--- src/hdl/fps_pkg.sv ---
// Shared types and constants of the frame pixel statistics block.
// No dependencies; every other file refers to it by scoped names.
package fps_pkg;

  localparam int unsigned PIX_W      = 8;
  localparam int unsigned RUN_W      = 9;
  localparam int unsigned ROWS_W     = 9;
  localparam int unsigned CNT_W      = 18;
  localparam int unsigned CFG_IDX_W  = 2;
  localparam int unsigned CFG_DATA_W = 10;
  localparam int unsigned AW_W       = 10;
  localparam int unsigned AH_W       = 9;

  localparam int unsigned WIDTH_RST  = 320;
  localparam int unsigned HEIGHT_RST = 200;
  localparam logic [PIX_W-1:0] THR_RST = 8'd128;
  localparam logic [PIX_W-1:0] PIX_MAX = 8'd255;
  localparam logic [RUN_W-1:0] RUN_MAX = 9'd511;

  typedef enum logic [CFG_IDX_W-1:0] {
    CFG_ACTIVE_WIDTH       = 2'd0,
    CFG_ACTIVE_HEIGHT      = 2'd1,
    CFG_CONTRAST_THRESHOLD = 2'd2
  } cfg_idx_e;

  // Position flags of one pixel, produced when it is accepted.
  typedef struct packed {
    logic have_up;
    logic col_nz;
    logic row_end;
    logic last_row;
    logic frame_end;
    logic mirror_chk;
  } issue_t;

  // One column entry: contrast still pending for the pixel, and its run.
  typedef struct packed {
    logic             pending;
    logic [RUN_W-1:0] run;
  } col_word_t;

  typedef struct packed {
    logic [PIX_W-1:0]  max_value;
    logic [PIX_W-1:0]  min_value;
    logic [ROWS_W-1:0] asymmetric_rows;
    logic [CNT_W-1:0]  contrast_pixels;
    logic [RUN_W-1:0]  longest_vertical_run;
  } result_t;

endpackage

--- src/hdl/fps_sequencer.sv ---
// Raster position counters; derives read addresses and position flags
// of the pixel being accepted. Depends on fps_pkg.
module fps_sequencer #(
  parameter int unsigned MAX_WIDTH  = 512,
  parameter int unsigned MAX_HEIGHT = 256
) (
  input  logic                          clk_i,
  input  logic                          rst_ni,
  input  logic                          accept_i,
  input  logic [$clog2(MAX_WIDTH)-1:0]  wm1_i,
  input  logic [$clog2(MAX_HEIGHT)-1:0] hm1_i,
  output logic [$clog2(MAX_WIDTH)-1:0]  rd_x_o,
  output logic [$clog2(MAX_WIDTH)-1:0]  rd_m_o,
  output fps_pkg::issue_t               ctrl_o
);

  localparam int unsigned XW = $clog2(MAX_WIDTH);
  localparam int unsigned YW = $clog2(MAX_HEIGHT);

  logic [XW-1:0] col_d, col_q;
  logic [YW-1:0] row_d, row_q;
  logic          row_end, last_row;

  always_comb begin
    row_end  = col_q >= wm1_i;
    last_row = row_q >= hm1_i;

    ctrl_o.have_up    = row_q != '0;
    ctrl_o.col_nz     = col_q != '0;
    ctrl_o.row_end    = row_end;
    ctrl_o.last_row   = last_row;
    ctrl_o.frame_end  = row_end && last_row;
    // Right half of the row: compare against the mirrored left pixel.
    ctrl_o.mirror_chk = (col_q <= wm1_i) && ({col_q, 1'b0} > {1'b0, wm1_i});

    rd_x_o = col_q;
    rd_m_o = wm1_i - col_q;

    col_d = col_q;
    row_d = row_q;
    if (accept_i) begin
      if (row_end) begin
        col_d = '0;
        row_d = last_row ? '0 : row_q + YW'(1);
      end else begin
        col_d = col_q + XW'(1);
      end
    end
  end

  always_ff @(posedge clk_i or negedge rst_ni) begin
    if (!rst_ni) begin
      col_q <= '0;
      row_q <= '0;
    end else begin
      col_q <= col_d;
      row_q <= row_d;
    end
  end

endmodule

--- config.mk ---
export PLATFORM = sky130hd
export DESIGN_NAME = fps_sequencer
export DESIGN_NICKNAME = d
export VERILOG_FILES = /design/src/hdl/fps_pkg.sv /design/src/hdl/fps_sequencer.sv
export SDC_FILE = /design/constraint.sdc
export NUM_CORES = 1
export LEC_CHECK = 0
export BUFFER_PORTS_ARGS = -buffer_cell sky130_fd_sc_hd__buf_2
export CAP_MARGIN = 20
export CORE_MARGIN = 2
export CORE_UTILIZATION = 40
export CTS_CLUSTER_SIZE = 40
export DETAILED_ROUTE_END_ITERATION = 6
export PLACE_DENSITY = 0.67
export RECOVER_POWER = 50
export SYNTH_ARGS = -nofsm -noshare
export SYNTH_HDL_FRONTEND = slang
export SYNTH_SLANG_ARGS = --single-unit
--- constraint.sdc ---
create_clock -name clk_i -period 3.9 [get_ports clk_i]
set_clock_uncertainty 0.2 [all_clocks]
set_input_delay 0.585 -clock clk_i [delete_from_list [all_inputs] [get_ports clk_i]]
set_output_delay 0.585 -clock clk_i [all_outputs]
set_load 0.02 [all_outputs]
==> flow_metrics.py <==
metrics = {
    "outcome": {
        "run_status": "completed",
    },
    "timing": {
        "maxSlewHeadroom_pct": 34.2,
        "finalSetupTns_ns": 0,
        "tightest_slew_ns": 0.988,
        "rsz0062_at_grt": "false",
        "period_minus_slack_ns": 3.40,
        "max_clock_freq_mhz": 294,
        "hold_viol": 0,
        "timing.final.crit_share_pct": 87.2,
        "setup_viol": 0,
        "report.final.slew_viol_count": 0,
    },
    "logic_synthesis": {
        "yosys.area_share.xor_xnor_pct": 4.70,
        "netlist.top_cell.by_area": "sky130_fd_sc_hd__dfrtp_1",
        "yosys.cell_count.top_type": "sky130_fd_sc_hd__inv_1",
        "post_synth_fa_ha_maj_area_fraction_pct": 20.6,
        "synth_compound_area_share_pct": 22.1,
        "synth.distinct_cells": 49,
        "synth.cell_area_mm2": 0.00186,
        "synth_top_family_by_area": "compound AO/OA/AOI/OAI gates",
        "synthFlopType": "sky130_fd_sc_hd__dfrtp_1",
        "synthSimpleGateAreaFrac_pct": 17.9,
        "synth_edf_count": 0,
        "ffs_latches_synth": 17,
        "post_synth_main_area_contributors": "sky130_fd_sc_hd__dfrtp_1 (23%), sky130_fd_sc_hd__ha_1 (19%), sky130_fd_sc_hd__inv_1 (7.1%)",
        "synth.net_count": 266,
        "synth_area_per_cell_um2": 8.63,
        "synth_top_cells_by_count": "sky130_fd_sc_hd__inv_1 (35), sky130_fd_sc_hd__ha_1 (29), sky130_fd_sc_hd__nor2_1 (18), sky130_fd_sc_hd__dfrtp_1 (17), sky130_fd_sc_hd__nand3_1 (11)",
        "synthMuxAreaShare_pct": 2.22,
        "synthesis.instances": 216,
        "synth.top_cell.area_share_pct": 22.8,
        "synth_sequential_area_ratio_pct": 22.8,
        "async_reset_ff_share_pct": 100,
        "synth-warning-count": 0,
    },
    "finish": {
        "layout.area.seq_um2": 425,
        "fillerInstances": 464,
        "area_of_the_multi_input_gates_mm2": 0.00126,
        "flow.area_growth_from_synthesis_pct": 14.0,
        "drive_above_1_share_pct": 16.3,
        "design.final.nets": 308,
        "antenna_diode_count": 0,
    },
    "routing": {
        "route.top_layer_used": "met4",
        "drc_marker_count_from_the_first_detailed_route_iteration": 81,
        "route.detailed.drc": 0,
        "num_vias": 1712,
        "met3WireLength_um": 210,
        "first_pass_iters": 4,
        "route.antenna.remaining_nets": 0,
        "routed_via_density": 5.54,
        "route.layer.met1.wl_um": 2230,
        "route.met2.wl_um": 1920,
        "routed_wire_length_per_instance_um": 14.2,
        "routed_wl_um": 4370,
    },
    "worst_setup_path": {
        "crit_slowest_cell": "sky130_fd_sc_hd__fa_1",
        "worst_path_cell_trace": "buf_2 > inv_1 > ha_1 > inv_1 > fa_1 > a21o_1 > a211oi_1 > nor2_1 > o41ai_1 > xnor2_1 > buf_2",
        "cp_data_required_time_ns": 3.12,
        "worstSetupStartpointType": "input pin",
        "timing.critical_path.buf_inv": 4,
        "worst-r2r-cell-count": 7,
        "critical_path_class": "input pin to primary output",
        "slowest_delay_ns": 0.39,
        "cp_top_family": "compound AO/OA/AOI/OAI gates",
        "path_max_fanout": 2,
        "type_of_element_capturing_the_critical_path": "primary output",
        "worst-path-stages": 11,
        "arrival_ns": 2.62,
    },
    "placement": {
        "port_buffers": 43,
        "routabilityCongestion": 0.867,
        "hpwl_um": 3520,
    },
    "hold_path": {
        "hold_class": "input pin to asynchronous set/reset pin",
    },
    "clocking": {
        "holdBufCountCts": 0,
        "cts_made_buffers": 3,
        "cts_root_buf": "sky130_fd_sc_hd__clkbuf_8",
        "cts-resized-gates": 0,
        "cts_max_path_buffers": 2,
        "post_cts_buffers": 0,
        "clock_sink_count": 17,
        "clock_pin_slew_of_the_registers_on_the_worst_case_setup_and_hold_paths_ns": 0.07,
        "h-tree-depth": 1,
        "tritoncts": "built",
        "clk-insertion-delay-late_ns": 0.25,
    },
    "grt": {
        "grt_max_degree": 18,
        "grt-ovfl-total": 0,
        "antenna_found_initial": 0,
        "grtUsageTotal_pct": 16.8,
        "first_global_vias": 1510,
        "grt_first_pass_wirelength_um": 7100,
    },
    "floorplan": {
        "die_width_um": 72.2,
        "placementRows": 24,
        "io-pin-count": 44,
        "dieHeight_um": 72.2,
        "die_area_mm2": 0.00522,
        "fp.coreArea_mm2": 0.00441,
        "initial_util_pct": 42.2,
    },
    "pwr": {
        "power.ir.vdd_worst_uv": 179,
        "cellPowerDensity_mw_per_mm2": 461,
        "power.total_uw": 979,
        "power.static_leakage_nw": 1.09,
    },
    "job": {
        "maxCapViolations": 0,
    },
}
worst register-to-register path, cell delays in order, from the launching register on:
cell and delay, ns:
sky130_fd_sc_hd__dfrtp_1 0.43, sky130_fd_sc_hd__inv_1 0.20, sky130_fd_sc_hd__ha_1 0.29, sky130_fd_sc_hd__nor2b_1 0.16
sky130_fd_sc_hd__o21ai_0 0.34, sky130_fd_sc_hd__nand4_2 0.37, sky130_fd_sc_hd__a221o_1 0.45, sky130_fd_sc_hd__a32o_1 0.20
power by group:
group	internal, mW	switching (mW)	leakage, nW
Clock	0.0724	0.0594	0.0228
Sequential	0.221	0.0725	0.223
Combinational	0.220	0.333	0.843
metal layers:
layer	global-route usage [%]	up-vias
met5	0	-
met1	25.7	803
met2	26.0	33
met4	0.629	0
li1	-	874
met3	2.92	2
layout make-up:
type	instances	area share (%)
tap	52	3.06
clock buffer	4	2.12
timing repair buffer	43	9.37
multi-input combinational	158	59.2
inverter	35	6.19
sequential	17	20.0
cells in the final DEF (no fill, tap or decap), types with 3 or more instances in the layout:
master                      n
sky130_fd_sc_hd__inv_1     35
sky130_fd_sc_hd__buf_2     30
sky130_fd_sc_hd__ha_1      29
sky130_fd_sc_hd__nor2_1    18
sky130_fd_sc_hd__dfrtp_1   17
sky130_fd_sc_hd__clkbuf_1  14
sky130_fd_sc_hd__nand3_1   11
sky130_fd_sc_hd__xnor2_1    8
sky130_fd_sc_hd__nand2_1    8
sky130_fd_sc_hd__a21o_1     6
sky130_fd_sc_hd__nor3_1     5
sky130_fd_sc_hd__nand4_1    5
sky130_fd_sc_hd__a21oi_1    4
sky130_fd_sc_hd__a221o_1    4
sky130_fd_sc_hd__a32o_1     4
sky130_fd_sc_hd__a211oi_1   3
sky130_fd_sc_hd__o21ai_0    3
sky130_fd_sc_hd__nor2b_1    3
sky130_fd_sc_hd__o21a_1     3
sky130_fd_sc_hd__nor4_1     3
sky130_fd_sc_hd__a221oi_1   3
sky130_fd_sc_hd__o31ai_1    3
sky130_fd_sc_hd__mux2i_1    3
sky130_fd_sc_hd__clkbuf_8   3
logic make-up (layout without fill, tap and decap cells):
kind of cell               Yosys count  count (layout)
DFF                                 17              17
adders and majority gates           30              30
xor gates and xnor gates            10              10
buffers and inverters               41              82
AOI/OAI and AO/OA                   51              51
muxes                                4               4
and+or+nand+nor                     63              63
per-stage QoR:
| step | area, um2 | setup slack [ns] | utilization, % | cells | hold WS [ns] |
|---|---|---|---|---|---|
| after floorplan | 1860 | 0.829 | - | 216 | 0.0894 |
| after global placement | 2090 | 0.608 | 47.4 | 305 | 0.330 |
| after detailed placement | 2090 | 0.526 | 47.4 | 305 | 0.336 |
| final | 2120 | 0.498 | 48.1 | 309 | 0.271 |
| after CTS | 2140 | 0.516 | 48.5 | 309 | 0.0659 |
| after global routing | 2120 | 0.335 | 48.1 | 309 | 0.331 |
registers in the layout, indices dropped and copies added (netlist names):
name and flops:
rd_x_o 9, row_q 8
path summary, 6_finish.rpt:
check / to / slack, ns / startpoint
setup / recovery: rd_m_o[8] / 0.50 / wm1_i[0]
hold / removal: rd_x_o[3]$_DFFE_PN0P_ / 0.27 / rst_ni
setup reg to reg: row_q[2]$_DFFE_PN0P_ / 1.15 / rd_x_o[1]$_DFFE_PN0P_
hold reg to reg: row_q[7]$_DFFE_PN0P_ / 0.36 / row_q[7]$_DFFE_PN0P_
max in group asynchronous: row_q[5]$_DFFE_PN0P_ / 2.63 / rst_ni
min in group clk_i: row_q[7]$_DFFE_PN0P_ / 0.36 / row_q[7]$_DFFE_PN0P_
No activity file was read; power rests on OpenSTA's default activity.
