File: src/hdl/fps_pkg.sv
// Shared types and constants of the frame pixel statistics block.
// No dependencies; every other file refers to it by scoped names.
package fps_pkg;

  localparam int unsigned PIX_W      = 8;
  localparam int unsigned RUN_W      = 9;
  localparam int unsigned ROWS_W     = 9;
  localparam int unsigned CNT_W      = 18;
  localparam int unsigned CFG_IDX_W  = 2;
  localparam int unsigned CFG_DATA_W = 10;
  localparam int unsigned AW_W       = 10;
  localparam int unsigned AH_W       = 9;

  localparam int unsigned WIDTH_RST  = 320;
  localparam int unsigned HEIGHT_RST = 200;
  localparam logic [PIX_W-1:0] THR_RST = 8'd128;
  localparam logic [PIX_W-1:0] PIX_MAX = 8'd255;
  localparam logic [RUN_W-1:0] RUN_MAX = 9'd511;

  typedef enum logic [CFG_IDX_W-1:0] {
    CFG_ACTIVE_WIDTH       = 2'd0,
    CFG_ACTIVE_HEIGHT      = 2'd1,
    CFG_CONTRAST_THRESHOLD = 2'd2
  } cfg_idx_e;

  // Position flags of one pixel, produced when it is accepted.
  typedef struct packed {
    logic have_up;
    logic col_nz;
    logic row_end;
    logic last_row;
    logic frame_end;
    logic mirror_chk;
  } issue_t;

  // One column entry: contrast still pending for the pixel, and its run.
  typedef struct packed {
    logic             pending;
    logic [RUN_W-1:0] run;
  } col_word_t;

  typedef struct packed {
    logic [PIX_W-1:0]  max_value;
    logic [PIX_W-1:0]  min_value;
    logic [ROWS_W-1:0] asymmetric_rows;
    logic [CNT_W-1:0]  contrast_pixels;
    logic [RUN_W-1:0]  longest_vertical_run;
  } result_t;

endpackage

File: src/hdl/fps_if.sv


interface fps_result_if;
  logic                      valid;
  logic                      ready;
  logic [fps_pkg::PIX_W-1:0]  max_value;
  logic [fps_pkg::PIX_W-1:0]  min_value;
  logic [fps_pkg::ROWS_W-1:0] asymmetric_rows;
  logic [fps_pkg::CNT_W-1:0]  contrast_pixels;
  logic [fps_pkg::RUN_W-1:0]  longest_vertical_run;

  modport source (output valid, output max_value, output min_value,
                  output asymmetric_rows, output contrast_pixels,
                  output longest_vertical_run, input ready);
  modport sink (input valid, input max_value, input min_value,
                input asymmetric_rows, input contrast_pixels,
                input longest_vertical_run, output ready);
endinterface

File: src/hdl/fps_result_buf.sv
// Two-entry result buffer (output register plus skid register) driving the
// result channel. Depends on fps_pkg and fps_if.
module fps_result_buf (
  input  logic                clk_i,
  input  logic                rst_ni,
  input  logic                push_i,
  input  fps_pkg::result_t    data_i,
  output logic                room_o,
  fps_result_if.source        res_o
);

  logic             main_v_d, main_v_q, skid_v_d, skid_v_q;
  fps_pkg::result_t main_d, main_q, skid_d, skid_q;
  logic             pop;

  always_comb begin
    pop      = main_v_q && res_o.ready;
    main_v_d = main_v_q;
    main_d   = main_q;
    skid_v_d = skid_v_q;
    skid_d   = skid_q;
    if (pop) begin
      if (skid_v_q) begin
        main_d   = skid_q;
        skid_v_d = push_i;
        skid_d   = data_i;
      end else begin
        main_v_d = push_i;
        main_d   = data_i;
      end
    end else if (push_i) begin
      if (main_v_q) begin
        skid_v_d = 1'b1;
        skid_d   = data_i;
      end else begin
        main_v_d = 1'b1;
        main_d   = data_i;
      end
    end
    // A pixel accepted now may end a frame in the next cycle, so leave a slot.
    // A leaving output entry frees its slot at once if the skid is empty.
    room_o = !(skid_v_q || (main_v_q && push_i && !pop));
  end

  always_ff @(posedge clk_i) begin
    main_q <= main_d;
    skid_q <= skid_d;
  end

  always_ff @(posedge clk_i or negedge rst_ni) begin
    if (!rst_ni) begin
      main_v_q <= 1'b0;
      skid_v_q <= 1'b0;
    end else begin
      main_v_q <= main_v_d;
      skid_v_q <= skid_v_d;
    end
  end

  assign res_o.valid                = main_v_q;
  assign res_o.max_value            = main_q.max_value;
  assign res_o.min_value            = main_q.min_value;
  assign res_o.asymmetric_rows      = main_q.asymmetric_rows;
  assign res_o.contrast_pixels      = main_q.contrast_pixels;
  assign res_o.longest_vertical_run = main_q.longest_vertical_run;

  a_skid_behind_main: assert property (@(posedge clk_i) disable iff (!rst_ni)
    skid_v_q |-> main_v_q)
    else $error("skid entry held without an output entry");

  a_no_overflow: assert property (@(posedge clk_i) disable iff (!rst_ni)
    skid_v_q |-> !push_i)
    else $error("result pushed into a full buffer");

  a_stall_has_cause: assert property (@(posedge clk_i) disable iff (!rst_ni)
    !room_o |-> res_o.valid)
    else $error("input held off while no result waits");

endmodule

File: src/flat_wrapper.sv
// flat-port wrapper written by rule: the top's interface ports become plain ports
module fps_result_buf_flat 
  (clk_i, rst_ni, push_i, data_i, room_o, res_o_valid, res_o_max_value, res_o_min_value, res_o_asymmetric_rows, res_o_contrast_pixels, res_o_longest_vertical_run, res_o_ready);
  fps_result_if res_o_i ();
  input  logic clk_i;
  input  logic rst_ni;
  input  logic push_i;
  input  fps_pkg::result_t data_i;
  output logic room_o;
  output wire logic [$bits(res_o_i.valid)-1:0] res_o_valid;
  output wire logic [$bits(res_o_i.max_value)-1:0] res_o_max_value;
  output wire logic [$bits(res_o_i.min_value)-1:0] res_o_min_value;
  output wire logic [$bits(res_o_i.asymmetric_rows)-1:0] res_o_asymmetric_rows;
  output wire logic [$bits(res_o_i.contrast_pixels)-1:0] res_o_contrast_pixels;
  output wire logic [$bits(res_o_i.longest_vertical_run)-1:0] res_o_longest_vertical_run;
  input wire logic [$bits(res_o_i.ready)-1:0] res_o_ready;
  assign res_o_valid = res_o_i.valid;
  assign res_o_max_value = res_o_i.max_value;
  assign res_o_min_value = res_o_i.min_value;
  assign res_o_asymmetric_rows = res_o_i.asymmetric_rows;
  assign res_o_contrast_pixels = res_o_i.contrast_pixels;
  assign res_o_longest_vertical_run = res_o_i.longest_vertical_run;
  assign res_o_i.ready = res_o_ready;
  fps_result_buf u_core (.clk_i(clk_i), .rst_ni(rst_ni), .push_i(push_i), .data_i(data_i), .room_o(room_o), .res_o(res_o_i));
endmodule
File: config.mk
export PLATFORM = sky130hd
export DESIGN_NAME = fps_result_buf_flat
export DESIGN_NICKNAME = d
export VERILOG_FILES = /design/src/hdl/fps_pkg.sv /design/src/hdl/fps_if.sv /design/src/hdl/fps_result_buf.sv /design/src/flat_wrapper.sv
export SDC_FILE = /design/constraint.sdc
export NUM_CORES = 1
export LEC_CHECK = 0
export BUFFER_PORTS_ARGS = -buffer_cell sky130_fd_sc_hd__buf_2
export CORE_MARGIN = 5
export CORE_UTILIZATION = 56
export CTS_BUF_LIST = sky130_fd_sc_hd__clkbuf_8 sky130_fd_sc_hd__clkbuf_16
export DETAILED_ROUTE_END_ITERATION = 10
export PLACE_DENSITY = 0.84
export SYNTH_ARGS = -nofsm -noshare
export SYNTH_HDL_FRONTEND = slang
export SYNTH_SLANG_ARGS = --single-unit
File: constraint.sdc
create_clock -name clk_i -period 9.7 [get_ports clk_i]
set_input_delay 0.97 -clock clk_i [delete_from_list [all_inputs] [get_ports clk_i]]
set_output_delay 0.97 -clock clk_i [all_outputs]
set_load 0.02 [all_outputs]
==> results of run 1 <==
[report_power, final]
part	switching (mW)	total (mW)	internal, mW	leakage (nW)
registers	0.0154	0.586	0.571	1.03
logic	0.0920	0.169	0.0765	0.940
clock network	0.146	0.267	0.121	0.102
[state kept, by name, indices dropped and copies added (netlist names)]
register and flops:
u_core.res_o.max_value 8, u_core.res_o.contrast_pixels 18, u_core.res_o.valid 1, u_core.skid_v_q 1
u_core.res_o.asymmetric_rows 9, u_core.skid_q 52, u_core.res_o.min_value 8, u_core.res_o.longest_vertical_run 9
[area by class of cell]
class / count / share of cell area
flip-flops and latches: 106 / 0.644
inverters: 1 / 0.000762
multi-input cells: 62 / 0.176
clock inverters: 7 / 0.0155
repair buffers: 111 / 0.114
clock buffers: 9 / 0.0251
well taps: 99 / 0.0251
[worst max-delay path: cells and delay by family]
kind	cells	cell delay [ns]
buffers and inverters	3	0.38
AOI/OAI and AO/OA	1	0.12
[cells in the final DEF (no fill, tap or decap)]
cell type	count
mux2_4	50
bufinv_16	1
clkinv_4	2
mux2i_1	1
nand2b_1	1
mux2_2	3
edfxtp_1	104
dfrtp_1	2
or2b_1	1
nor2b_4	1
buf_2	109
clkbuf_8	9
nand3_4	1
a31oi_1	1
inv_6	2
buf_4	2
inv_1	2
a21o_1	1
a21oi_1	1
clkinvlp_4	1
o2bb2ai_1	1
[cell families after synthesis]
family,share of synthesized area
DFF,0.774
and+or+nand+nor,0.00916
buffers and inverters,0.0159
AOI/OAI and AO/OA,0.00672
muxes,0.194
[routing by layer]
| layer | GRT usage | up-vias | part of all wire |
|---|---|---|---|
| li1 | - | 924 | - |
| met1 | 0.184 | 952 | 0.40 |
| met2 | 0.258 | 61 | 0.53 |
| met3 | 0.0339 | 10 | 0.059 |
| met4 | 0.0675 | 0 | 0.015 |
| met5 | 0 | - | 0 |
[path summary, 6_finish.rpt]
path	end	start	cells after the start	slack, ns
max	room_o	res_o_ready	4	7.25
min	u_core.skid_v_q	rst_ni	1	0.39
max reg2reg	u_core.res_o.max_value[4]	u_core.res_o.valid	2	7.49
min reg2reg	u_core.res_o.longest_vertical_run[4]	u_core.skid_q[4]	1	0.56
max in group asynchronous	u_core.res_o.valid	rst_ni	1	9.21
min in group clk_i	u_core.res_o.longest_vertical_run[4]	u_core.skid_q[4]	1	0.56
==> results.ini, run 1 <==
[synthesis]
yosysMostFrequentCell = edfxtp_1
ys_async_sr_fraction = 0.0189
synth_area_leaders = edfxtp_1 76%, mux2_4 18%, buf_6 1.4%
synth_warnings = 0
syn-cell-area_mm2 = 0.00410
netlist_instances = 175
syn_area_per_cell_um2 = 23.4
synth_top_area_cell = edfxtp_1
synth_top_flop_cell = edfxtp_1
synth_edf_count = 104
synth.distinct_cells = 16
synth_nets = 231
synth-seq-cells = 106
synth_common_cells = 104 x edfxtp_1, 50 x mux2_4, 5 x buf_6
yosys.area.top_type_share = 0.762
ys_seq_area_frac = 0.774

[critical_path]
max_stage_delay_ns = 0.18
crit_fanout = 6
critical_path.startpoint_type = primary input
path_cells = buf_2, inv_1, a31oi_1, buf_2
path_class = in2out
path_common_cell = buf_2
crit_arrival_ns = 1.48
crit_slowest_cell = buf_2
crit_path_end_kind = primary output
required_ns = 8.73

[cts]
cts_root_buf = clkbuf_8
clock-sinks = 106
path_clk_slew_ns = 0.09
cts-resized-gates = 0
cts_buffer_depth = 2
clkLatencyLatePin_ns = 0.35
holdBufCountCts = 0
cts_tree = yes
cts-htree-levels = 3
post-cts-setup-buffers = 0
cts_buffers = 9

[flow_run]
maxCapViolations = 0

[global_routing]
grt_max_degree = 53
grt_use_total = 0.151
grt_pass1_wl_mm = 10.1
grt-ovfl-total = 0
antenna_found_initial = 0
grt_pass1_vias = 2035

[pwr]
ir_drop_mv = 0.103
p_leak_nw = 2.08
power_density_mw_per_mm2 = 207
power_mw = 1.02

[hold_path]
hold_path_class = in2async

[placement]
dpl_cell_area_mm2 = 0.00473
routabilityCongestion = 0.739
dp_slack_ns = 6.92
dp.cells = 379
port_buffers = 109
dp_hpwl_mm = 4.61

[sta]
fmax_mhz = 408
final_hold_viol_count = 0
hold_ws_ns = 0.389
rsz0062_at_grt = no
finalMaxSlewViolations = 0
worst_slack_ns = 7.25
fin_crit_ns = 2.45
totalNegativeSetupSlack_ns = 0
tightestPinTransition_ns = 1.04
fin_skew_ns = 0.0102
relSlewSlack = 0.305
min_period_over_period = 0.252
setup_viol_count_final = 0

[detailed_routing]
drt_iter0_drc = 59
drt-total-wl_mm = 6.59
vias = 1947
vias_per_cell = 4.93
ant_nets = 0
post-route-drc-count = 0
drt_pre_antenna_iters = 4
wire_per_inst_um = 16.7

[die]
initial_core_util = 0.571
dieArea_mm2 = 0.00913
ios = 110
die_y_um = 95.5
core_mm2 = 0.00718
die_w_um = 95.5
num_rows = 31

[layout]
design_area_mm2 = 0.00493
fin_cells = 395
layout-drive-gt1-share = 0.611
register_area_mm2 = 0.00317
n_fill_cell = 490
fin_nets = 347
diodes = 0
area_growth_pct = 20.3
final_util = 0.687
multi_input_area_um2 = 867

[run_status]
outcome = complete, no violations

(Power assumes the default switching activity.)
==> run 2: changes to the inputs <==
--- a/config.mk
+++ b/config.mk
@@ -5,12 +5,13 @@
 export SDC_FILE = /design/constraint.sdc
 export NUM_CORES = 1
 export LEC_CHECK = 0
+export ABC_AREA = 1
 export BUFFER_PORTS_ARGS = -buffer_cell sky130_fd_sc_hd__buf_2
 export CORE_MARGIN = 5
-export CORE_UTILIZATION = 56
+export CORE_UTILIZATION = 47
 export CTS_BUF_LIST = sky130_fd_sc_hd__clkbuf_8 sky130_fd_sc_hd__clkbuf_16
 export DETAILED_ROUTE_END_ITERATION = 10
-export PLACE_DENSITY = 0.84
+export PLACE_DENSITY = 0.76
 export SYNTH_ARGS = -nofsm -noshare
 export SYNTH_HDL_FRONTEND = slang
 export SYNTH_SLANG_ARGS = --single-unit
==> constraint.sdc (replaced) <==
create_clock -name clk_i -period 2.1 [get_ports clk_i]
set_input_delay 0.21 -clock clk_i [delete_from_list [all_inputs] [get_ports clk_i]]
set_output_delay 0.21 -clock clk_i [all_outputs]
set_load 0.02 [all_outputs]
==> run 2 against run 1 <==
Cell area barely moved. Non-clock buffer count rose by 8. Sequential power rose to 4.6 times the previous value. Sequential share of layout area barely moved. Clock skew rose by 0.0031 ns. Synthesized area fell by 2.7%. Wire length rose by 5.1%. Worst hold slack got worse by 0.35 ns. Clock power rose to 4.3 times the previous value. Critical endpoint unchanged. Largest power group unchanged.
==> results.ini, run 2 <==
[global_routing]
grt_use_total = 0.134
grt-ovfl-total = 0
grt_pass1_vias = 2175
antenna_found_initial = 1
grt_max_degree = 106
grt_pass1_wl_mm = 10.4

[layout]
layout-drive-gt1-share = 0.331
n_fill_cell = 694
fin_nets = 462
final_util = 0.597
regMostFlops = u_core.skid_q
diodes = 0
final_common_cell = buf_2
largest_reg_flops = 52
design_area_mm2 = 0.00493
area_growth_pct = 23.6
layout_common_cells = 109 x buf_2, 104 x edfxtp_1, 56 x inv_1, 53 x nand2_1, 36 x o21ai_1

[critical_path]
crit_arrival_ns = 1.44
crit_fanout = 5
crit_family = flip-flops
crit_path_end_kind = primary output
crit_cells = 4
crit_slowest_cell = dfrtp_1
path_buf_inv = 2
path_class = reg2out
path_cells = inv_1, nor2_1, a21oi_1, buf_2
critical_path.startpoint_type = register
max_stage_delay_ns = 0.46
required_ns = 1.89
rr_worst_depth = 3

[pwr]
power_density_mw_per_mm2 = 921
ir_drop_mv = 0.486
power_mw = 4.54
p_leak_nw = 2.19

[synthesis]
synth_fa_ha_area_frac = 0
synth.distinct_cells = 15
ys_seq_area_frac = 0.796
yosys.area.top_type_share = 0.783
ys_async_sr_fraction = 0.0189
yosysMostFrequentCell = edfxtp_1
syn-cell-area_mm2 = 0.00399
synth_area_leaders = edfxtp_1 78%, inv_1 5.3%, nand2_1 5.1%
synth_warnings = 0
synthXorXnorAreaFrac = 0
synth_top_flop_cell = edfxtp_1
syn_area_per_cell_um2 = 13.9
synth.area.mux_share = 0
synth_top_area_cell = edfxtp_1
netlist_instances = 287
synth_top_family_by_area = compound AO/OA/AOI/OAI gates
synth-seq-cells = 106
synth-simple-area-share = 0.0565
synth_nets = 343
synth_common_cells = 104 x edfxtp_1, 56 x inv_1, 54 x nand2_1
synth_compound_area_frac = 0.0747
synth_edf_count = 104

[detailed_routing]
wl_met1_mm = 2.83
post-route-drc-count = 0
drt_iter0_drc = 126
drt_pre_antenna_iters = 4
wl_met3_um = 617
wl_met2_mm = 3.43
vias_per_cell = 4.55
vias = 2349
drt-total-wl_mm = 6.93
ant_nets = 0
wire_per_inst_um = 13.4
routed.top_layer = met5

[sta]
final_hold_viol_count = 0
fin_skew_ns = 0.0132
finalMaxSlewViolations = 0
min_period_over_period = 0.786
tightestPinTransition_ns = 0.443
relSlewSlack = 0.704
rsz0062_at_grt = no
setup_viol_count_final = 0
fin_crit_ns = 1.65
fmax_mhz = 606
hold_ws_ns = 0.0371
totalNegativeSetupSlack_ns = 0

[cts]
clock-sinks = 106
holdBufCountCts = 1
post-cts-setup-buffers = 0
cts_buffer_depth = 2
cts_buffers = 9
clkLatencyLatePin_ns = 0.36
cts_tree = yes
path_clk_slew_ns = 0.11
cts-htree-levels = 3
cts_root_buf = clkbuf_8
cts-resized-gates = 0

[run_status]
outcome = complete, no violations

[placement]
dp_hpwl_mm = 4.78
routabilityCongestion = 0.756
dpl_cell_area_mm2 = 0.00468
port_buffers = 109

[die]
die_w_um = 102
num_rows = 33
dieArea_mm2 = 0.0104
initial_core_util = 0.483
ios = 110
die_y_um = 102
core_mm2 = 0.00826

[hold_path]
hold_path_class = in2reg
hold_depth = 1

[flow_run]
maxCapViolations = 0

## run 2: changes by cell type after synthesis, moves of 2 or more
cell	change
nor2_1	+2
a21oi_1	+2
mux2_2	-3
o21ai_0	+12
mux2_4	-50
nand2_1	+54
o21ai_1	+36
o21ai_2	+4
clkbuf_1	+4
inv_1	+55
buf_2	+2
## run 2: layout make-up
class / instances / area, µm² / share of cell area
Clock buffer: 9 / 124 / 0.0251
Clock inverter: 7 / 61.3 / 0.0124
Inverter: 56 / 210 / 0.0426
Multi-Input combinational cell: 114 / 544 / 0.110
Sequential cell: 106 / 3170 / 0.644
Tap cell: 105 / 131 / 0.0266
Timing Repair Buffer: 119 / 686 / 0.139
## run 2: cells by family after synthesis
group                  Yosys count
flip-flops                     106
AND/OR/NAND/NOR                 58
AO/OA/AOI/OAI                   56
buffers and inverters           67
## run 2: routing by layer
layer,GRT usage,vias to the layer above
li1,-,1217
met1,0.172,1045
met2,0.208,79
met3,0.0505,6
met4,0.0484,2
met5,0,-
## run 2: path summary, 6_finish.rpt
check                                    from                   endpoint  slack, ns
max in group asynchronous              rst_ni            u_core.skid_v_q       1.85
setup reg to reg           u_core.res_o.valid          u_core.skid_q[29]       0.59
min in group asynchronous              rst_ni         u_core.res_o.valid       0.16
setup / recovery           u_core.res_o.valid                     room_o       0.45
hold reg to reg             u_core.skid_q[42]  u_core.res_o.min_value[6]       0.57
hold / removal                      data_i[5]           u_core.skid_q[5]       0.04
## run 2: worst register-to-register path: stages, from the launching register on
cell and delay (ns):
dfrtp_1 0.46, nand3_1 0.16, nand2_2 0.37, buf_12 0.23
## run 2: stage by stage
stage / setup WS, ns / instances
floorplan: 0.0902 / 287
global placement: 0.655 / 494
detailed placement: 0.589 / 494
CTS: 0.439 / 511
global route: 0.318 / 516
finish: 0.450 / 516
## run 2: where the power goes
| group | internal [mW] | leakage [nW] | switching, mW |
|---|---|---|---|
| logic | 0.234 | 1.07 | 0.478 |
| clock network | 0.452 | 0.0932 | 0.699 |
| registers | 2.62 | 1.03 | 0.0595 |
==> run 3: changes to the inputs <==
--- a/config.mk
+++ b/config.mk
@@ -5,13 +5,13 @@
 export SDC_FILE = /design/constraint.sdc
 export NUM_CORES = 1
 export LEC_CHECK = 0
-export ABC_AREA = 1
+export ABC_AREA = 0
 export BUFFER_PORTS_ARGS = -buffer_cell sky130_fd_sc_hd__buf_2
 export CORE_MARGIN = 5
 export CORE_UTILIZATION = 47
 export CTS_BUF_LIST = sky130_fd_sc_hd__clkbuf_8 sky130_fd_sc_hd__clkbuf_16
 export DETAILED_ROUTE_END_ITERATION = 10
-export PLACE_DENSITY = 0.76
+export PLACE_DENSITY = 0.75
 export SYNTH_ARGS = -nofsm -noshare
 export SYNTH_HDL_FRONTEND = slang
 export SYNTH_SLANG_ARGS = --single-unit
==> constraint.sdc (replaced) <==
create_clock -name clk_i -period 1.4 [get_ports clk_i]
set_input_delay 0.14 -clock clk_i [delete_from_list [all_inputs] [get_ports clk_i]]
set_output_delay 0.14 -clock clk_i [all_outputs]
set_load 0.02 [all_outputs]
==> run 3 against run 2 <==
Core utilization increased by 6.4 points. Total power increased by 61%. Highest routed layer is now met4. Register-to-register slack got worse by 0.57 ns. Count of clock-buffer cells in the layout unchanged. Sequential share of layout area decreased by 8.5 points. Critical endpoint is now u_core.res_o.min_value[7].
==> results.ini, run 3 (synthesized netlist as in run 1, its figures left out) <==
[run_status]
outcome = complete, no violations

[detailed_routing]
wire_per_inst_um = 16.1
drt_iter0_drc = 64
post-route-drc-count = 0
vias = 2205
ant_nets = 0
drt-total-wl_mm = 7.55
drt_pre_antenna_iters = 4
vias_per_cell = 4.70

[pwr]
p_leak_nw = 2.40
power_density_mw_per_mm2 = 1280
p_comb_frac = 0.201
p_seq_frac = 0.555
ir_drop_mv = 0.649
power_mw = 7.29
p_switching_mw = 1.78
sw_frac_of_total = 0.245
p_int_mw = 5.51
clockPowerShare = 0.243

[global_routing]
grt_use_total = 0.146
grt-ovfl-total = 0
grt_pass1_vias = 2292
grt_max_degree = 38
grt_pass1_wl_mm = 11.6
antenna_found_initial = 0

[die]
ios = 110
dieArea_mm2 = 0.0107
die_y_um = 103
initial_core_util = 0.477
die_w_um = 103
core_mm2 = 0.00859
num_rows = 34

[sta]
finalMaxSlewViolations = 0
min_period_over_period = 0.988
relSlewSlack = 0.834
fin_crit_ns = 1.38
tightestPinTransition_ns = 0.242
fin_skew_ns = 0.0101
final_hold_viol_count = 0
fmax_mhz = 723
rsz0062_at_grt = yes
setup_viol_count_final = 0

[cts]
cts_root_buf = clkbuf_8
clock-sinks = 106
cts-htree-levels = 3
clkLatencyLatePin_ns = 0.35
path_clk_slew_ns = 0.09
cts_buffer_depth = 2
cts_tree = yes
cts_buffers = 9

[critical_path]
max_stage_delay_ns = 0.43
path_cells = nand3_4, buf_12, mux2_4
path_class = reg2reg
critical_path.startpoint_type = register
crit_slowest_cell = dfrtp_1
crit_path_end_kind = register
required_ns = 1.50
crit_arrival_ns = 1.48
crit_fanout = 15

[layout]
diodes = 0
final_util = 0.661
register_area_mm2 = 0.00317
area_growth_pct = 38.6
multi_input_area_um2 = 886
layout_common_cells = 108 x buf_2, 104 x edfxtp_1, 53 x dlygate4sd3_1, 51 x mux2_4, 9 x clkbuf_8
largest_reg_flops = 52
final_common_cell = buf_2
layout-drive-gt1-share = 0.535
n_fill_cell = 609
design_area_mm2 = 0.00568
regMostFlops = u_core.skid_q
fin_nets = 412

[placement]
port_buffers = 109
dpl_cell_area_mm2 = 0.00492
routabilityCongestion = 0.671
dp_hpwl_mm = 4.99

[hold_path]
hold_path_class = in2reg

[flow_run]
maxCapViolations = 0

run 3: changes by cell type in the layout (fill, tap and decap cells not counted), sizes merged, moves of 2 or more:
cell         change
buf             +10
dlygate4sd3     +47
a21oi            -2
nor2             -2
mux2            +53
o21ai           -52
inv             -55
nand2           -54
run 3: through the flow:
| stage | cells | hold WS (ns) | TNS (ns) | setup WS [ns] |
|---|---|---|---|---|
| 6_report | 469 | 0.0851 | 0 | 0.0166 |
| 5_1_grt | 469 | 0.0576 | -0.140 | -0.0184 |
| 4_1_cts | 468 | 0.0417 | 0 | 0.00125 |
| 3_5_place_dp | 398 | -0.0705 | 0 | 0.0145 |
| 3_3_place_gp | 398 | -0.0698 | 0 | 0.0478 |
| 2_1_floorplan | 175 | -0.156 | -46.75 | -0.416 |
run 3: per-layer routing:
metal,global-route usage,up-vias,part of all wire
li1,-,1052,-
met1,0.182,1071,0.42
met2,0.248,75,0.51
met3,0.0349,7,0.059
met4,0.0508,0,0.012
met5,0,-,0
run 3: critical path: cells and delay by family (launching register included):
family        cells  cell delay (ns)
mux               1             0.31
buf+inv           1             0.21
simple gates      1             0.18
flops             1             0.43
run 3: worst paths after layout:
path	from	end	slack, ns	depth (start not counted)
setup / recovery	u_core.skid_v_q	u_core.res_o.min_value[7]	0.02	3
hold / removal	res_o_ready	u_core.skid_v_q	0.09	2
setup reg to reg	u_core.skid_v_q	u_core.res_o.min_value[7]	0.02	3
hold reg to reg	u_core.skid_q[28]	u_core.res_o.asymmetric_rows[1]	0.55	1
max in group asynchronous	rst_ni	u_core.res_o.valid	1.20	2
min in group asynchronous	rst_ni	u_core.res_o.valid	0.10	2
run 3: cell type report:
| cell class | count | area share |
|---|---|---|
| Clock buffer | 9 | 0.0218 |
| Timing Repair Buffer | 176 | 0.228 |
| Inverter | 1 | 0.000661 |
| Sequential cell | 106 | 0.559 |
| Clock inverter | 7 | 0.0110 |
| Multi-Input combinational cell | 62 | 0.156 |
| Tap cell | 108 | 0.0238 |
run 3: power by group through the flow:
stage	clock [mW]	sequential, mW	combinational (mW)
2_1_floorplan	0	4.36	0.611
3_3_place_gp	0	4.11	1.30
3_5_place_dp	0	4.12	1.34
4_1_cts	1.84	4.05	1.46
5_1_grt	1.98	4.08	1.56
6_report	1.78	4.05	1.47
run 3: timing repair:
action / 4_1_cts / 5_1_grt
pin swaps: 1 / 0
buffers inserted: 1 / 1
resized for setup: 2 / 4
setup endpoints to repair: 1 / 82
endpoints found under the hold margin: 54 / 0
hold buffers: 53 / 0
